$ cat config.mk
export PLATFORM = sky130hd
export DESIGN_NAME = modbus_rtu_frame_receiver
export DESIGN_NICKNAME = d
export VERILOG_FILES = /design/src/hdl/mrtu_pkg.sv /design/src/hdl/mrtu_crc8.sv /design/src/hdl/mrtu_frame_ctrl.sv /design/src/hdl/modbus_rtu_frame_receiver.sv
export SDC_FILE = /design/constraint.sdc
export NUM_CORES = 1
export LEC_CHECK = 0
export ABC_AREA = 1
export BUFFER_PORTS_ARGS = -buffer_cell sky130_fd_sc_hd__buf_2
export CORE_ASPECT_RATIO = 1.2
export CORE_UTILIZATION = 45
export DETAILED_ROUTE_END_ITERATION = 12
export PLACE_DENSITY = 0.76
export RECOVER_POWER = 50
export SETUP_SLACK_MARGIN = 0.3
export SYNTH_ARGS = -nofsm -noshare
export SYNTH_HDL_FRONTEND = slang
export SYNTH_SLANG_ARGS = --single-unit
$ cat constraint.sdc
create_clock -name clk -period 5.79 [get_ports clk]
set_input_delay 0.579 -clock clk [delete_from_list [all_inputs] [get_ports clk]]
set_output_delay 0.579 -clock clk [all_outputs]
set_load 0.02 [all_outputs]
$ cat src/hdl/mrtu_pkg.sv
// ---------------------------------------------------------------------------
// Modbus RTU receiver package
// Shared constants, register indexes and the per-item result type.
// ---------------------------------------------------------------------------
package mrtu_pkg;

    localparam int BUFFER_BYTES = 256;
    localparam int COUNT_W      = $clog2(BUFFER_BYTES + 1);
    localparam int CFG_DATA_W   = 16;
    localparam int CFG_INDEX_W  = 1;

    localparam logic [COUNT_W-1:0] BUFFER_LIMIT    = COUNT_W'(BUFFER_BYTES);
    localparam logic [COUNT_W-1:0] MIN_FRAME_BYTES = COUNT_W'(3);

    localparam logic [7:0]  BROADCAST_ADDR = 8'h00;
    localparam logic [15:0] CRC_INIT       = 16'hFFFF;
    localparam logic [15:0] CRC_POLY       = 16'hA001;
    localparam logic [15:0] IDLE_MAX       = 16'hFFFF;

    localparam logic KIND_BYTE = 1'b0;
    localparam logic KIND_TICK = 1'b1;

    localparam logic [CFG_INDEX_W-1:0] REG_OWN_ADDRESS   = 1'd0;
    localparam logic [CFG_INDEX_W-1:0] REG_TIMEOUT_TICKS = 1'd1;

    localparam logic [7:0]  OWN_ADDRESS_RST   = 8'd1;
    localparam logic [15:0] TIMEOUT_TICKS_RST = 16'd1000;

    typedef struct packed {
        logic       byte_kept;
        logic [7:0] byte_index;
        logic [7:0] data_byte;
        logic       frame_done;
        logic [8:0] frame_length;
        logic       frame_dropped;
    } mrtu_result_t;

endpackage

$ cat src/hdl/mrtu_crc8.sv
// ---------------------------------------------------------------------------
// Modbus CRC-16 byte update
// Folds one byte into the running CRC, reflected polynomial, LSB first.
// ---------------------------------------------------------------------------
module mrtu_crc8 (
    input  logic [15:0] crc_in,
    input  logic [7:0]  data_in,
    output logic [15:0] crc_out
);

    always_comb
    begin
        logic [15:0] c;
        c = crc_in ^ {8'h00, data_in};
        for (int i = 0; i < 8; i++)
        begin
            if (c[0])
            begin
                c = (c >> 1) ^ mrtu_pkg::CRC_POLY;
            end
            else
            begin
                c = c >> 1;
            end
        end
        crc_out = c;
    end

endmodule

$ cat src/hdl/mrtu_frame_ctrl.sv
// ---------------------------------------------------------------------------
// Modbus RTU frame control
// Frame state (CRC, byte count, address, idle timer) and per-item result.
// ---------------------------------------------------------------------------
module mrtu_frame_ctrl (
    input  logic                  clk,
    input  logic                  rst_n,
    input  logic                  step,
    input  logic                  kind,
    input  logic [7:0]            rx_byte,
    input  logic [7:0]            own_address,
    input  logic [15:0]           timeout_ticks,
    output mrtu_pkg::mrtu_result_t result
);

    logic [15:0]                  crc_reg, crc_next;
    logic [mrtu_pkg::COUNT_W-1:0] count_reg, count_next;
    logic [7:0]                   addr_reg, addr_next;
    logic [15:0]                  idle_reg, idle_next;

    logic [15:0]                  crc_upd;
    logic [mrtu_pkg::COUNT_W-1:0] count_inc;
    logic [15:0]                  idle_inc;
    logic [7:0]                   addr_eff;
    logic                         keep;

    mrtu_crc8 u_crc (
        .crc_in  (crc_reg),
        .data_in (rx_byte),
        .crc_out (crc_upd)
    );

    assign addr_eff  = (count_reg == '0) ? rx_byte : addr_reg;
    assign keep      = (kind == mrtu_pkg::KIND_BYTE)
                       && (addr_eff == own_address || addr_eff == mrtu_pkg::BROADCAST_ADDR)
                       && (count_reg < mrtu_pkg::BUFFER_LIMIT);
    assign count_inc = count_reg + 1'b1;
    assign idle_inc  = (idle_reg == mrtu_pkg::IDLE_MAX) ? idle_reg : idle_reg + 16'd1;

    always_comb
    begin
        crc_next   = crc_reg;
        count_next = count_reg;
        addr_next  = addr_reg;
        idle_next  = idle_reg;
        result     = '0;
        if (kind == mrtu_pkg::KIND_BYTE)
        begin
            addr_next = addr_eff;
            if (keep)
            begin
                result.byte_kept  = 1'b1;
                result.byte_index = 8'(count_reg);
                result.data_byte  = rx_byte;
                idle_next         = '0;
                if (crc_upd == 16'h0000 && count_inc > mrtu_pkg::MIN_FRAME_BYTES)
                begin
                    result.frame_done   = 1'b1;
                    result.frame_length = 9'(count_inc);
                    crc_next            = mrtu_pkg::CRC_INIT;
                    count_next          = '0;
                end
                else
                begin
                    crc_next   = crc_upd;
                    count_next = count_inc;
                end
            end
        end
        else if (count_reg != '0)
        begin
            if (idle_inc >= timeout_ticks)
            begin
                result.frame_dropped = 1'b1;
                crc_next             = mrtu_pkg::CRC_INIT;
                count_next           = '0;
                idle_next            = '0;
            end
            else
            begin
                idle_next = idle_inc;
            end
        end
    end

    always_ff @(posedge clk or negedge rst_n)
    begin
        if (!rst_n)
        begin
            crc_reg   <= mrtu_pkg::CRC_INIT;
            count_reg <= '0;
            addr_reg  <= '0;
            idle_reg  <= '0;
        end
        else if (step)
        begin
            crc_reg   <= crc_next;
            count_reg <= count_next;
            addr_reg  <= addr_next;
            idle_reg  <= idle_next;
        end
    end

    a_count_bound: assert property (@(posedge clk) disable iff (!rst_n)
        count_reg <= mrtu_pkg::BUFFER_LIMIT)
        else $error("byte count above buffer size");

    a_done_restart: assert property (@(posedge clk) disable iff (!rst_n)
        step && result.frame_done |=> count_reg == '0 && crc_reg == mrtu_pkg::CRC_INIT)
        else $error("frame not restarted after completion");

    a_drop_restart: assert property (@(posedge clk) disable iff (!rst_n)
        step && result.frame_dropped |=> count_reg == '0 && idle_reg == '0)
        else $error("frame not cleared after timeout");

    a_kept_idle: assert property (@(posedge clk) disable iff (!rst_n)
        step && result.byte_kept |=> idle_reg == '0)
        else $error("idle timer not cleared by kept byte");

    a_hold: assert property (@(posedge clk) disable iff (!rst_n)
        !step |=> $stable(crc_reg) && $stable(count_reg) && $stable(idle_reg))
        else $error("frame state changed without a transfer");

endmodule

$ cat src/hdl/modbus_rtu_frame_receiver.sv
// ---------------------------------------------------------------------------
// Modbus RTU frame receiver
// Byte/tick stream in, one result per item out, with CRC check and timeout.
// ---------------------------------------------------------------------------
// Takes one item (received byte or time tick) per clock while in_ready is
// high. Each item is evaluated in the cycle it is transferred in: the CRC-16
// byte update and the count/idle compares sit between the frame state
// registers and the result register, so the result appears on the output in
// the cycle after the input transfer. in_ready stays high while the result
// register is empty or being drained, so back-to-back items run at one per
// clock under no output stall. Configuration writes take effect on the next
// clock and are meant for idle periods only.
module modbus_rtu_frame_receiver (
    input  logic                               clk,
    input  logic                               rst_n,
    input  logic                               cfg_write,
    input  logic [mrtu_pkg::CFG_INDEX_W-1:0]   cfg_index,
    input  logic [mrtu_pkg::CFG_DATA_W-1:0]    cfg_data,
    input  logic                               in_valid,
    output logic                               in_ready,
    input  logic                               kind,
    input  logic [7:0]                         rx_byte,
    output logic                               out_valid,
    input  logic                               out_ready,
    output logic                               byte_kept,
    output logic [7:0]                         byte_index,
    output logic [7:0]                         data_byte,
    output logic                               frame_done,
    output logic [8:0]                         frame_length,
    output logic                               frame_dropped
);

    logic [7:0]             own_address_reg;
    logic [15:0]            timeout_ticks_reg;
    logic                   out_valid_reg;
    mrtu_pkg::mrtu_result_t result_reg;
    mrtu_pkg::mrtu_result_t result_next;
    logic                   in_xfer;

    assign in_ready = !out_valid_reg || out_ready;
    assign in_xfer  = in_valid && in_ready;

    mrtu_frame_ctrl u_ctrl (
        .clk           (clk),
        .rst_n         (rst_n),
        .step          (in_xfer),
        .kind          (kind),
        .rx_byte       (rx_byte),
        .own_address   (own_address_reg),
        .timeout_ticks (timeout_ticks_reg),
        .result        (result_next)
    );

    always_ff @(posedge clk or negedge rst_n)
    begin
        if (!rst_n)
        begin
            own_address_reg   <= mrtu_pkg::OWN_ADDRESS_RST;
            timeout_ticks_reg <= mrtu_pkg::TIMEOUT_TICKS_RST;
        end
        else if (cfg_write)
        begin
            case (cfg_index)
                mrtu_pkg::REG_OWN_ADDRESS:   own_address_reg   <= cfg_data[7:0];
                mrtu_pkg::REG_TIMEOUT_TICKS: timeout_ticks_reg <= cfg_data[15:0];
                default: ;
            endcase
        end
    end

    always_ff @(posedge clk or negedge rst_n)
    begin
        if (!rst_n)
        begin
            out_valid_reg <= 1'b0;
        end
        else if (in_xfer)
        begin
            out_valid_reg <= 1'b1;
        end
        else if (out_ready)
        begin
            out_valid_reg <= 1'b0;
        end
    end

    always_ff @(posedge clk)
    begin
        if (in_xfer)
        begin
            result_reg <= result_next;
        end
    end

    assign out_valid     = out_valid_reg;
    assign byte_kept     = result_reg.byte_kept;
    assign byte_index    = result_reg.byte_index;
    assign data_byte     = result_reg.data_byte;
    assign frame_done    = result_reg.frame_done;
    assign frame_length  = result_reg.frame_length;
    assign frame_dropped = result_reg.frame_dropped;

endmodule
==> impl_metrics.json <==
{
  "critPathKind": "reg -> reg",
  "ctsResizeCount": 0,
  "syn_inst": 739,
  "ys.flop_type": "dfrtp_1",
  "clock_path_buffers": 2,
  "failed_checks": "capacitance limit, slew limit",
  "ir_drop_v": 0.0001548,
  "ys_top_cells_by_count": "220 x nand2_1, 93 x inv_1, 64 x nor2_1",
  "netlist_area_um2": 5859,
  "die_w_um": 106.2,
  "io_pins": 61,
  "utilization_pct": 51.76,
  "multi_input_area_um2": 2638,
  "dieArea_um2": 13480,
  "end_kind": "register",
  "grt_pass1_vias": 4706,
  "slew_headroom_pct": -164.5,
  "grt_pass1_wl_mm": 21.83,
  "fin_tns_setup_ns": 0,
  "cp-start-kind": "register",
  "yosys.area.top_type_share_pct": 21.78,
  "wl_per_cell_um": 13.56,
  "final_nets": 839,
  "drtAntennaViolNets": 0,
  "max_freq_mhz": 235.0,
  "area_delta_synth_final_pct": 11.92,
  "period_needed_ns": 4.255,
  "register_area_um2": 2721,
  "start_util_pct": 46.25,
  "core-area_um2": 12670,
  "cts_buffers": 9,
  "hold_depth": 3,
  "insertion_delay_ns": 0.36,
  "die_h_um": 127,
  "fillCellCount": 1217,
  "first_iter_violations": 244,
  "post_cts_buffers": 0,
  "hp-class": "in -> reg",
  "routed-via-count": 4929,
  "htreeDepth": 3,
  "ys_seq_area_share_pct": 46.44,
  "dpl.hpwl_mm": 9.179,
  "grt_max_degree": 75,
  "groute.usage.overall_pct": 20.41,
  "synthArstFlopShare_pct": 72.55,
  "synthTopCellsByArea": "dfrtp_1 22%, edfxtp_1 14%, nand2_1 14%",
  "fin_worst_skew_ns": 0.008717,
  "synth_most_common_cell": "nand2_1",
  "gp_congestion": 0.8901,
  "cts-root-buf": "clkbuf_16",
  "antenna_found_initial": 0,
  "setup_viol": 0,
  "drive_gt1_share_pct": 12.75,
  "grt.overflow.total": 0,
  "yosys_warnings": 0,
  "drv_cap": 1,
  "antenna_cells": 0,
  "avgViaCountPerCell": 5.156,
  "hold_buffers": 0,
  "drc": 0,
  "synth_edf_count": 28,
  "synthesis.nets": 791,
  "critPathArrivalTime_ns": 4.50,
  "status": "finished, violations left",
  "power.density_nw_per_um2": 371.0,
  "hold_viol_final": 0,
  "synthDistinctLibCells": 32,
  "crit_path_max_fanout": 25,
  "synth_top_cell_by_area": "dfrtp_1",
  "tritoncts": "done",
  "rr_worst_depth": 21,
  "path_clk_slew_ns": 0.08,
  "fp-row-count": 45,
  "syn-mean-instance-area_um2": 7.929,
  "crit_required_ns": 6.04,
  "p_leak_nw": 3.284,
  "cts_sinks": 102,
  "first_pass_iters": 5,
  "slew_viol_final": 75,
  "routed_wl_mm": 12.96,
  "place.port_buffers": 60,
  "tightestPinTransition_ns": 3.967,
  "synth.ff_latch_count": 102,
  "rsz0062_at_grt": "no",
  "post-route-period-util_pct": 73.49
}
[critical path: stages (launching register included)]
cell and delay (ns):
dfrtp_1 0.41, ha_1 0.25, nand3_1 0.08, nor3_1 0.25
nand2_1 0.15, nor3_1 0.45, nor3_1 0.16, nand3b_1 0.12
nand2_1 0.08, ha_1 0.29, nand2_1 0.05, nor2_1 0.14
nand2_1 0.09, o211ai_1 0.11, nand2_1 0.10, nand3_1 0.11
nor2_1 0.05, buf_4 0.21, inv_1 0.48, nand3_4 0.35
nand2_1 0.16, nand2_1 0.06
[final cells by class]
class | count | area share, %
clock buffer | 9 | 3.434
clock inverter | 7 | 1.641
timing repair buffer | 63 | 4.522
sequential | 102 | 41.50
inverter | 97 | 5.552
multi-input combinational | 514 | 40.22
tap | 164 | 3.129
[worst paths after layout]
check	end	startpoint	slack (ns)
min in group asynchronous	out_valid$_DFFE_PN0P_	rst_n	1.70
setup / recovery	u_ctrl.count_reg[5]$_DFFE_PN0P_	u_ctrl.idle_reg[0]$_DFFE_PN0P_	1.53
max in group asynchronous	u_ctrl.count_reg[6]$_DFFE_PN0P_	rst_n	1.87
setup reg to reg	u_ctrl.count_reg[5]$_DFFE_PN0P_	u_ctrl.idle_reg[0]$_DFFE_PN0P_	1.53
hold reg to reg	u_ctrl.crc_reg[4]$_DFFE_PN1P_	u_ctrl.crc_reg[4]$_DFFE_PN1P_	0.47
hold / removal	out_valid$_DFFE_PN0P_	in_valid	0.46
[cells in the final DEF (no fill, tap or decap), types with 4 or more instances in the layout]
master | Yosys | final
clkbuf_1 | 13 | 19
nor2_1 | 64 | 64
o21ai_0 | 29 | 29
dfrtp_1 | 51 | 51
edfxtp_1 | 28 | 28
mux2_2 | 4 | 4
inv_2 | 4 | 4
xor2_1 | 15 | 15
clkbuf_16 | 0 | 9
nor3_1 | 10 | 10
dfstp_2 | 23 | 23
xnor2_1 | 13 | 13
nand3b_1 | 8 | 8
ha_1 | 21 | 21
nand4_1 | 45 | 45
nand2_1 | 220 | 220
a21oi_1 | 22 | 22
nand3_1 | 47 | 47
inv_1 | 93 | 93
buf_2 | 4 | 42
[logic make-up (layout without fill, tap and decap cells)]
kind of cell,Yosys count,after routing,synth area share [%]
adder cells (fa/ha/maj),21,21,4.484
XOR/XNOR,28,28,4.185
AND/OR/NAND/NOR,405,405,30.43
flip-flops,102,102,46.44
AO/OA/AOI/OAI,56,56,5.018
buffers and inverters,123,176,8.670
multiplexers,4,4,0.7687
[power by group]
| group | internal (mW) | switching [mW] |
|---|---|---|
| clock network | 0.351 | 0.314 |
| registers | 0.886 | 0.0787 |
| logic | 0.287 | 0.515 |
| total | 1.53 | 0.908 |
[routing by layer]
layer	global-route usage, %	vias to the layer above	wire [µm]
li1	-	2492	-
met1	24.67	2275	5668
met2	35.64	131	6450
met3	2.857	31	469
met4	9.886	0	372
met5	0	-	0
[per-stage QoR]
stage	instance area [µm²]	power [mW]	setup WS (ns)	hold slack, ns	cells
floorplan	5859	1.596	2.347	0.2834	739
global placement	6251	1.756	1.808	0.4506	940
detailed placement	6251	1.772	1.649	0.4614	940
CTS	6584	2.439	1.583	0.4519	956
global route	6558	2.601	0.9983	0.4728	956
finish	6558	2.433	1.535	0.4568	956
Power figures use the tool's default switching activity.
